`src/rtl/core/mbt_pkg.sv`:
```
package mbt_pkg;

  // per-channel frame buffer
  localparam int BUF_LEN = 256;
  localparam int CNT_W   = $clog2(BUF_LEN + 1);
  localparam int ADDR_W  = $clog2(2 * BUF_LEN);
  localparam int FL_W    = (CNT_W > 9) ? CNT_W : 9;

  // captured header bytes (bytes 0..10)
  localparam int CAP_BYTES = 11;

  // result queue
  localparam int RES_DEPTH = 4;
  localparam int RES_PTR_W = $clog2(RES_DEPTH);
  localparam int RES_CNT_W = $clog2(RES_DEPTH + 1);

  // crc16
  localparam logic [15:0] CRC_INIT = 16'hFFFF;
  localparam logic [15:0] CRC_POLY = 16'hA001;

  // function codes
  localparam logic [7:0] FC_EXC_BIT   = 8'h80;
  localparam logic [7:0] FC_RD_HOLD   = 8'h03;
  localparam logic [7:0] FC_RD_INPUT  = 8'h04;
  localparam logic [7:0] FC_WR_SINGLE = 8'h06;
  localparam logic [7:0] FC_WR_MULTI  = 8'h10;

  // pdu length pieces
  localparam int PDU_EXC_LEN   = 5;
  localparam int PDU_FIXED_LEN = 8;
  localparam int PDU_MULTI_HDR = 9;
  localparam int PDU_REPLY_HDR = 5;
  localparam int PDU_MIN_CHECK = 4;
  localparam int MULTI_CNT_POS = 7;
  localparam int REPLY_CNT_POS = 3;
  localparam int HDR_MIN       = 2;

  // tag reply limits
  localparam logic [7:0] TAG_MIN_BC  = 8'd8;
  localparam int         TAG_MIN_LEN = 11;
  localparam logic [7:0] MISS_MAX    = 8'd255;

  // configuration register indexes
  localparam logic [2:0] CFG_SNOOP = 3'd0;
  localparam logic [2:0] CFG_HOST  = 3'd1;
  localparam logic [2:0] CFG_GAP   = 3'd2;
  localparam logic [2:0] CFG_TAG   = 3'd3;
  localparam logic [2:0] CFG_MISS  = 3'd4;

  // frame classes
  localparam logic [3:0] CLS_RUNT        = 4'd0;
  localparam logic [3:0] CLS_EXCEPTION   = 4'd1;
  localparam logic [3:0] CLS_READ_REQ    = 4'd2;
  localparam logic [3:0] CLS_WRITE_REQ   = 4'd3;
  localparam logic [3:0] CLS_MULTI_REQ   = 4'd4;
  localparam logic [3:0] CLS_OTHER_REQ   = 4'd5;
  localparam logic [3:0] CLS_READ_REPLY  = 4'd6;
  localparam logic [3:0] CLS_TAG_REPLY   = 4'd7;
  localparam logic [3:0] CLS_WRITE_ACK   = 4'd8;
  localparam logic [3:0] CLS_MULTI_ACK   = 4'd9;
  localparam logic [3:0] CLS_OTHER_REPLY = 4'd10;

  // tag events
  localparam logic [1:0] EV_NONE     = 2'd0;
  localparam logic [1:0] EV_DETECTED = 2'd1;
  localparam logic [1:0] EV_REMOVED  = 2'd2;

  typedef struct packed {
    logic        source_line;
    logic [8:0]  byte_count;
    logic [8:0]  pdu_length;
    logic        crc_ok;
    logic [7:0]  function_code;
    logic [3:0]  frame_class;
    logic [15:0] field_a;
    logic [15:0] field_b;
    logic [1:0]  tag_event;
    logic [55:0] tag_id;
    logic [7:0]  tag_quality;
    logic        last;
  } result_t;

  // one byte of the reflected modbus crc
  function automatic logic [15:0] crc16_byte(input logic [15:0] crc_in, input logic [7:0] b);
    logic [15:0] c;
    c = crc_in ^ {8'h00, b};
    for (int k = 0; k < 8; k++) begin
      c = c[0] ? ((c >> 1) ^ CRC_POLY) : (c >> 1);
    end
    return c;
  endfunction

  function automatic logic is_read_fc(input logic [7:0] fc);
    return (fc == FC_RD_HOLD) || (fc == FC_RD_INPUT);
  endfunction

  // first pdu length from function code and byte counts
  function automatic logic [FL_W-1:0] pdu_len(input logic ch, input logic [CNT_W-1:0] n,
                                               input logic [7:0] b1, input logic [7:0] b2,
                                               input logic [7:0] b6);
    logic [FL_W-1:0] nn;
    logic [FL_W-1:0] fl;
    nn = FL_W'(n);
    fl = nn;
    if (n < CNT_W'(HDR_MIN)) begin
      fl = nn;
    end else if ((b1 & FC_EXC_BIT) != 8'h00) begin
      fl = FL_W'(PDU_EXC_LEN);
    end else if (ch) begin
      if (is_read_fc(b1) || (b1 == FC_WR_SINGLE)) begin
        fl = FL_W'(PDU_FIXED_LEN);
      end else if (b1 == FC_WR_MULTI) begin
        fl = (n >= CNT_W'(MULTI_CNT_POS)) ? (FL_W'(PDU_MULTI_HDR) + FL_W'(b6)) : nn;
      end
    end else begin
      if (is_read_fc(b1)) begin
        fl = (n >= CNT_W'(REPLY_CNT_POS)) ? (FL_W'(PDU_REPLY_HDR) + FL_W'(b2)) : nn;
      end else if ((b1 == FC_WR_SINGLE) || (b1 == FC_WR_MULTI)) begin
        fl = FL_W'(PDU_FIXED_LEN);
      end
    end
    return fl;
  endfunction

endpackage

```
`src/rtl/core/mbt_res_fifo.sv`:
```
module mbt_res_fifo
  import mbt_pkg::*;
(
  input  logic                 clk,
  input  logic                 rst_n,
  input  logic                 push,
  input  result_t              push_data,
  input  logic                 pop,
  output logic                 out_valid,
  output result_t              out_data,
  output logic [RES_CNT_W-1:0] count
);

  result_t              q_r [RES_DEPTH];
  logic [RES_PTR_W-1:0] wp_r;
  logic [RES_PTR_W-1:0] rp_r;
  logic [RES_CNT_W-1:0] cnt_r;
  logic                 do_pop;

  assign out_valid = (cnt_r != '0);
  assign out_data  = q_r[rp_r];
  assign count     = cnt_r;
  assign do_pop    = pop && out_valid;

  // pointers and fill level
  always_ff @(posedge clk) begin
    if (!rst_n) begin
      wp_r  <= '0;
      rp_r  <= '0;
      cnt_r <= '0;
    end else begin
      if (push) wp_r <= wp_r + RES_PTR_W'(1);
      if (do_pop) rp_r <= rp_r + RES_PTR_W'(1);
      if (push && !do_pop) cnt_r <= cnt_r + RES_CNT_W'(1);
      else if (!push && do_pop) cnt_r <= cnt_r - RES_CNT_W'(1);
    end
  end

  // result storage
  always_ff @(posedge clk) begin
    if (push) q_r[wp_r] <= push_data;
  end

endmodule

```
`config.mk`:
```
export PLATFORM = sky130hd
export DESIGN_NAME = mbt_res_fifo
export DESIGN_NICKNAME = d
export VERILOG_FILES = /design/src/rtl/core/mbt_pkg.sv /design/src/rtl/core/mbt_res_fifo.sv
export SDC_FILE = /design/constraint.sdc
export NUM_CORES = 1
export LEC_CHECK = 0
export BUFFER_PORTS_ARGS = -buffer_cell sky130_fd_sc_hd__buf_2
export CORE_UTILIZATION = 61
export CTS_CLUSTER_SIZE = 28
export DETAILED_ROUTE_END_ITERATION = 8
export PLACE_DENSITY_LB_ADDON = 0.3
export SLEW_MARGIN = 15
export SYNTH_ARGS = -nofsm -noshare
export SYNTH_HDL_FRONTEND = slang
export SYNTH_SLANG_ARGS = --single-unit
```
`constraint.sdc`:
```
create_clock -name clk -period 11.75 [get_ports clk]
set_clock_uncertainty 0.15 [all_clocks]
set_input_delay 2.35 -clock clk [delete_from_list [all_inputs] [get_ports clk]]
set_output_delay 2.35 -clock clk [all_outputs]
set_load 0.01 [all_outputs]
```
# Word level (Yosys, flattened, before mapping)

Memory sizes are Yosys's and may differ from the RTL's. A register that Yosys moved wholly into a read port is not among the register bits.
Index checks and enable logic that the tools add are counted.
Widths: inputs -> output; s select.

$add $sub $neg: 4
Mux-type cells: 6
Reductions and logical operators: 7

Operators with widths:

| cell                | count |
|---|---|
| $mux 3              | 2 |
| $add 2x1->2 const B | 2 |
| $mux 2              | 2 |
| $add 3x1->3 const B | 1 |
| $logic_and 1x1->1   | 3 |
| $reduce_bool 3->1   | 1 |
| $sub 3x1->3 const B | 1 |
| $logic_not 1->1     | 2 |
| $mux 1              | 2 |
| $reduce_bool 2->1   | 1 |

Register bits: 7
Bits in writable memories: 524
Bits of input ports: 135
Output and inout port bits: 135
Word-level logic and storage cells: 21
Memories kept: 1

Memory list:

| name | words | bits a word | rd ports | clocked after Yosys merged registers in | wr ports | RTL line           | text |
|---|---|---|---|---|---|---|---|
| q_r  | 4     | 131         | 1        | 1                                       | 1        | mbt_res_fifo.sv:14 | `result_t q_r [RES_DEPTH];` |

# Logic depth before layout (Yosys ltp)

Gate-level depths: netlist of run 1.

Depth after elaboration: 5
Gate-level depth with buffers: 7
Gate-level depth less buffers: 7

# Least setup slack after synthesis of run 1

No wires, ideal clock.

Path kind: in2reg
Start: input push
End: memory q_r[0][0] (netlist bit), enable pin
Setup time: 505 ps
Data arrival time: 5350 ps
Required time: 11095 ps
Setup slack: 5745 ps
Stages: 1
Buffers on the path: 0
Cells stage by stage: and2_1

Cells in the longest elaborated chain, start to end: 2

Ends and longest elaborated chain:

| element                      | RTL line           | text |
|---|---|---|
| from (decl)                  | mbt_res_fifo.sv:6  | `input logic push,` |
| $mux 1                       | mbt_res_fifo.sv:41 | `if (push) q_r[wp_r] <= push_data;` |
| $mux 1 (not written as such) | mbt_res_fifo.sv:41 |  |
| to (decl)                    | mbt_res_fifo.sv:14 |  |

Every way passes these cells.

==> results of run 1 <==
logic make-up (layout without fill, tap and decap cells):
kind of cell / count (synthesis) / after routing / share of synthesized area, %
flops: 533 / 533 / 82.3
mux: 133 / 133 / 15.4
buf+inv: 33 / 373 / 1.18
simple gates: 13 / 13 / 0.420
fa+ha+maj: 6 / 6 / 0.427
xor+xnor: 5 / 5 / 0.226
compound gates: 4 / 4 / 0.149
other cells: 0 / 7 / 0
cell usage after synthesis (2+ instances only):
cell type and count:
or3_1 2, edfxtp_1 524, mux2i_1 2, inv_1 3, mux4_2 131, and2_1 9
nor2b_1 2, xnor2_1 3, xor2_1 2, buf_2 14, dfxtp_1 9, ha_1 5
clkbuf_1 5, buf_6 10
final cells by class:
class                           instances  area [sq um]  share of cell area [%]
Inverter                                3          11.3                  0.0498
Clock buffer                           71          1360                    6.02
Tap cell                              396           495                    2.19
Timing Repair Buffer                  280          1430                    6.32
Sequential cell                       533         15900                    70.4
Antenna cell                            7          17.5                  0.0775
Clock inverter                         19           155                   0.686
Multi-Input combinational cell        161          3220                    14.2
final timing paths:
kind | from | to | slack [ns] | depth (start not counted)
max | flip-flop | out_data[115] | 6.07 | 3
min | count[2] | count[2] | 0.42 | 2
max reg2reg | wp_r[0] | q_r[1][55] | 8.66 | 4
min reg2reg | count[2] | count[2] | 0.42 | 2
state kept, by name, summed over array words and instances (netlist names), named ones only:
signal and cells:
rp_r 2, wp_r 2, q_r 524, count 3
layer usage:
layer  GRT usage, %  up-vias  wire [um]
met5              0        -         61
met4           5.81       10        693
met3           6.83       63       2940
met2           34.7      307      17100
met1           30.5     4491      14400
li1               -     3765          -
per-stage QoR:
stage               instance area [sq um]  setup WS, ns  power [W]
finish                              22600          6.07    0.00468
global route                        22600          5.76    0.00486
CTS                                 22600          5.92    0.00473
detailed placement                  21100          6.51    0.00325
global placement                    21100          6.51    0.00324
floorplan                           19300          5.74    0.00294
worst register-to-register path, cell delays in order (launching register included):
cell and delay (ns):
dfxtp_1 0.43, ha_1 0.19, and2_4 0.51, buf_4 0.69
buf_4 0.72
power groups by stage:
stage          clock network (W)  registers, W  logic [W]
3_3_place_gp                   0       0.00232   0.000915
3_5_place_dp                   0       0.00233   0.000925
5_1_grt                  0.00159       0.00230   0.000975
2_1_floorplan                  0       0.00226   0.000685
6_report                 0.00149       0.00228   0.000911
4_1_cts                  0.00151       0.00229   0.000932
==> results by group, run 1 <==
Yosys
  • Mean Syn Cell Area: 26.6 sq um
  • Main synth FF type: edfxtp_1
  • Syn Nets: 868
  • Async set-reset flop share out of synthesis: 0%
  • Synth top area cells: edfxtp_1 81%, mux4_2 15%, dfxtp_1 0.93%, buf_6 0.58%, buf_2 0.36%
  • Synth warnings: 0
  • Seq/Total Area, Yosys: approximately 82%
  • Synth area leader: edfxtp_1
  • Post-synthesis cell area: 19,300 sq um
  • Cell count after synthesis: between 700 and 800
  • Post-synth EDFFs: ~520
  • Netlist cell types: 20
  • Register bit count reported by yosys: 533
  • Area share of the leading cell type in the synthesized netlist: 81.3%

Route
  • Vias per cell: 5.87
  • Via count: 8,636
  • Final WL: 35,300 um
  • WL/cell: ~24 um
  • Antenna viol nets, final: 0
  • Initial drt markers: roughly 620
  • Drt first pass iters: 4
  • DRC: 0

Global routing
  • Number of global-route vias before repair: 8,869
  • GRT Util Overall: about 22%
  • First-pass GRT wire length: about 53,000 um
  • Initial antenna violation count: 11
  • Largest net degree at the start of global routing: 72
  • GRT Residual Overflow: 0

Clock network
  • Cts hold-fix bufs: 0
  • CTS Sinks: 533
  • CTS root buf: clkbuf_16
  • CTS resizes: 0
  • CTS tree: yes
  • Inserted Clock Buffers: 50
  • Post-CTS Setup Inserts: 0
  • Clock Latency Late Sink: about 0.54 ns
  • CTS Buffer Depth: 3
  • H-tree levels: 2
  • Worst-path clk slew: around 0.060 ns

Critical path
  • Critical Path Max Stage Delay: 1.00 ns
  • Crit path cell chain: buf_4 -> mux4_2 -> buf_2
  • Critical path class: flip-flop to output port
  • Number of buffers and inverters on the critical path: 2
  • Family with the most delay on the worst path: flip-flops
  • Slowest CP cell: dfxtp_4
  • Worst-path maximum fanout: 50
  • CP startpoint kind: flip-flop
  • CP Data Arrival Time: approximately 3.2 ns
  • Critical Path Sink Type: output port
  • Req. time, crit path: roughly 9.3 ns

Timing
  • Fmax: 176 MHz
  • Total Neg Setup Slack: 0 ns
  • Crit share post-route: roughly 48%
  • RSZ-0062 raised after global routing: no
  • Worst Max-Slew Pin Slew: 1.06 ns
  • Slew Viols, Final: 0
  • Final setup viols: 0
  • Fin crit period: around 5.7 ns
  • Endpoints failing hold: 0
  • Hold WS: 0.421 ns
  • Slew margin rel.: about 30%

Layout
  • # fillers: around 1,700
  • Commonest non-fill, non-tap cells in the layout: 524 x edfxtp_1, 269 x buf_2, 131 x mux4_2
  • Fin cells: around 1,500
  • Layout cells sized above 1: a little under half
  • Final Util: between 70% and 80%
  • Final net count: 1,170
  • Area grow syn2layout: 16.8%
  • Leading cell type in the layout, fill and taps excluded: edfxtp_1

Floorplanning
  • # rows: 64
  • Full die area: around 32,000 sq um
  • Io pins: 270
  • Die Span X: 180 um
  • Core area: approximately 30,000 sq um
  • Initial Util: 62.6%
  • Die outline height: between 150 and 200 um

Power and ir drop
  • PD cells: 207 nW/um^2
  • Gate power share: a little under 20%
  • Static Leakage: ~7.6 nW
  • Sw Pwr: 0.00116 W
  • Sw Share: about a quarter
  • Pint: around 0.0035 W
  • Flop pwr share: about half
  • Worst VDD drop: between 0.15 and 0.2 mV
  • Clock power frac: 31.8%

Min path
  • Hold Path Class: flip-flop to flip-flop

Flow run
  • Max cap viols: 0

Placed design
  • Port bufs: between 200 and 300
  • Inst Count DP: 1,373
  • DP HPWL: between 20,000 and 25,000 um
  • Routability-driven placement congestion ratio: slightly above 0.7

Status
  • Status: complete, no violations
Note: power is estimated with default switching activity, not from simulation.
==> run 2: changes to the inputs <==
--- a/config.mk
+++ b/config.mk
@@ -5,8 +5,9 @@
 export SDC_FILE = /design/constraint.sdc
 export NUM_CORES = 1
 export LEC_CHECK = 0
+export ABC_AREA = 1
 export BUFFER_PORTS_ARGS = -buffer_cell sky130_fd_sc_hd__buf_2
-export CORE_UTILIZATION = 61
+export CORE_UTILIZATION = 57
 export CTS_CLUSTER_SIZE = 28
 export DETAILED_ROUTE_END_ITERATION = 8
 export PLACE_DENSITY_LB_ADDON = 0.3
==> constraint.sdc (replaced) <==
create_clock -name clk -period 5.3 [get_ports clk]
set_clock_uncertainty 0.15 [all_clocks]
set_input_delay 1.06 -clock clk [delete_from_list [all_inputs] [get_ports clk]]
set_output_delay 1.06 -clock clk [all_outputs]
set_load 0.01 [all_outputs]
==> run 2 against run 1 <==
Effect of this change:
- die area is 9.7% higher
- final area is 2.0% higher
- non-clock buffer count is 2 higher
- final cell count is 41% higher
- critical path depth is 2 higher
- critical endpoint is now out_data[117]
- largest cell class unchanged
==> results by group, run 2 <==
Status
  • Status: complete, no violations

Clock network
  • CTS tree: yes
  • CTS resizes: 0 (unchanged)
  • CTS Sinks: 533 (unchanged)
  • Clock Latency Late Sink: 0.55 ns (about the same)
  • CTS Buffer Depth: 3 (unchanged)
  • H-tree levels: 2 (unchanged)
  • Inserted Clock Buffers: 52 (+4.0%)
  • CTS root buf: clkbuf_16
  • Post-CTS Setup Inserts: 0 (unchanged)
  • Cts hold-fix bufs: 0 (unchanged)
  • Worst-path clk slew: 0.06 ns (about the same)

Route
  • Final WL: 42,300 um (+20%)
  • Via count: 11,948 (+38%)
  • DRC: 0 (unchanged)
  • WL/cell: 20.4 um (-15%)
  • Drt first pass iters: 5 (+1)
  • Vias per cell: 5.78 (-1.6%)
  • Initial drt markers: 1,100 (+77%)
  • Antenna viol nets, final: 0 (unchanged)

Global routing
  • GRT Residual Overflow: 0 (unchanged)
  • Initial antenna violation count: 17 (+6)
  • Number of global-route vias before repair: 11,719 (+32%)
  • First-pass GRT wire length: 64,200 um (+21%)
  • GRT Util Overall: 23.3% (+1.3 points)
  • Largest net degree at the start of global routing: 176 (+140%)

Min path
  • Hold Path Class: flip-flop to flip-flop
  • Worst hold path depth: 2 (unchanged)

Layout
  • Max reg flops: 524 (unchanged)
  • Final net count: 1,720 (+47%)
  • Layout cells sized above 1: 22.2% (-23 points)
  • Reg area: 15,900 sq um (unchanged)
  • Footprint of the multi-input gates: 3340 sq um (+3.8%)
  • Most flops, register: q_r
  • Final Util: 68.1% (-5.1 points)
  • Leading cell type in the layout, fill and taps excluded: edfxtp_1
  • Area grow syn2layout: 16.1%
  • # fillers: 2,321 (+34%)
  • Commonest non-fill, non-tap cells in the layout: 524 x edfxtp_1, 269 x buf_2, 268 x nor2_1

Floorplanning
  • Full die area: 35,600 sq um (+9.7%)
  • Io pins: 270 (unchanged)
  • Core area: 33,900 sq um (+9.6%)
  • Die Span X: 189 um (+4.7%)
  • Initial Util: 58.6% (-4.0 points)
  • Die outline height: 189 um (+4.7%)
  • # rows: 67 (+4.7%)

Power and ir drop
  • Pint: 0.00768 W (+120%)
  • Static Leakage: 8.06 nW (+6.5%)
  • Sw Pwr: 0.00300 W (+160%)
  • Sw Share: 28.1% (+3.2 points)
  • Clock power frac: 33.5% (+1.7 points)
  • Worst VDD drop: 0.378 mV (+140%)
  • PD cells: 463 nW/um^2 (+120%)
  • Flop pwr share: 46.3% (-2.5 points)
  • Gate power share: 20.2% (+0.7 points)

Yosys
  • Synth top area cells: edfxtp_1 79%, nor2_1 5.1%, o21ai_0 4.9%, o22ai_1 4.1%, o21ai_1 1.8%
  • Seq/Total Area, Yosys: 80.2% (-2.1 points)
  • Async set-reset flop share out of synthesis: 0% (unchanged)
  • Area share of the leading cell type in the synthesized netlist: 79.2% (-2.1 points)
  • Cell count after synthesis: 1,328 (+83%)
  • Most common cell in the netlist: edfxtp_1
  • Mean Syn Cell Area: 15.0 sq um (-44%)
  • Syn Nets: 1,469 (+69%)
  • Post-synthesis cell area: 19,900 sq um (+2.6%)
  • Post-synth EDFFs: 524 (unchanged)
  • Synth area leader: edfxtp_1
  • Synth warnings: 0 (unchanged)
  • Main synth FF type: edfxtp_1
  • Synth top cells by count: 524 x edfxtp_1, 268 x nor2_1, 193 x o21ai_0
  • Netlist cell types: 21 (+5.0%)
  • Register bit count reported by yosys: 533 (unchanged)

Timing
  • Slew Viols, Final: 0 (unchanged)
  • Total Neg Setup Slack: 0 ns (unchanged)
  • Worst Max-Slew Pin Slew: 0.994 ns (-0.0652 ns)
  • Slew margin rel.: 33.7% (+4.3 points)
  • Fin crit period: approximately 4.1 ns
  • Final setup viols: 0 (unchanged)
  • Endpoints failing hold: 0 (unchanged)
  • Crit share post-route: 77.5%
  • Fmax: 243 MHz
  • RSZ-0062 raised after global routing: no

Placed design
  • Routability-driven placement congestion ratio: 0.745 (+4.4%)
  • Port bufs: 269 (unchanged)
  • DP HPWL: 22,900 um (+11%)

Flow run
  • Max cap viols: 0 (unchanged)

Critical path
  • CP Data Arrival Time: 2.90 ns (-0.28 ns)
  • Critical Path Sink Type: output port
  • Worst r2r path cells: 5 (+1)
  • Critical Path Max Stage Delay: 0.74 ns (-0.26 ns)
  • Number of buffers and inverters on the critical path: 3 (+1)
  • Critical path class: flip-flop to output port
  • CP startpoint kind: flip-flop
  • Req. time, crit path: 4.09 ns (-5.16 ns)
  • Slowest CP cell: inv_8
  • WP depth: 5 (+2)
  • Worst-path maximum fanout: 175 (+250%)
  • Family with the most delay on the worst path: buffers and inverters
  • Crit path cell chain: inv_8 -> buf_12 -> o21ai_0 -> o22ai_1 -> buf_2
run 2: final timing paths:
path	startpoint	to	slack, ns
hold / removal	rp_r[0]	flip-flop	0.37
setup / recovery	flip-flop	out_data[117]	1.19
setup reg to reg	wp_r[0]	q_r[2][85]	2.87
hold reg to reg	rp_r[0]	flip-flop	0.37
run 2: per-stage QoR:
stage | hold slack [ns] | total power (W) | cells | setup WS [ns] | instance area, sq um
4_1_cts | 0.360 | 0.0107 | 2057 | 1.16 | 23000
5_1_grt | 0.409 | 0.0111 | 2062 | 0.999 | 23000
6_report | 0.371 | 0.0107 | 2067 | 1.19 | 23100
3_3_place_gp | 0.335 | 0.00714 | 1973 | 1.75 | 21400
2_1_floorplan | 0.315 | 0.00641 | 1328 | 1.05 | 19900
3_5_place_dp | 0.348 | 0.00720 | 1973 | 1.73 | 21400
run 2: layer usage:
metal	vias to the layer above	global-route usage (%)	wire length (um)
met2	409	37.3	20300
met5	-	0	111
met1	5905	31.4	17300
met3	84	6.48	3710
li1	5532	-	-
met4	18	7.01	852
run 2: power by group through the flow:
stage          sequential, W  clock, W  combinational, W
2_1_floorplan        0.00499         0           0.00142
4_1_cts              0.00495   0.00362           0.00217
6_report             0.00495   0.00358           0.00216
3_3_place_gp         0.00503         0           0.00211
3_5_place_dp         0.00504         0           0.00216
5_1_grt              0.00497   0.00378           0.00237
run 2: worst reg2reg max path, cell delays in order (launching register included):
cell     delay, ns
dfxtp_1       0.33
inv_1         0.12
ha_1          0.16
nand2_1       0.10
inv_6         0.71
buf_4         0.51
run 2: final cells by class:
class                      count  share of cell area [%]
inverter                      16                   0.391
clock inverter                24                    1.24
tap                          448                    2.43
antenna                       10                   0.109
timing repair buffer         282                    6.42
multi-input combinational    694                    14.5
clock buffer                  60                    5.87
sequential                   533                    69.1
run 2: cell families after synthesis:
family          Yosys count  synth area share [%]
flops                   533                  80.2
buf+inv                 101                  3.03
xor+xnor                  1                0.0441
simple gates            286                  5.43
fa+ha+maj                 6                 0.416
compound gates          401                  10.9
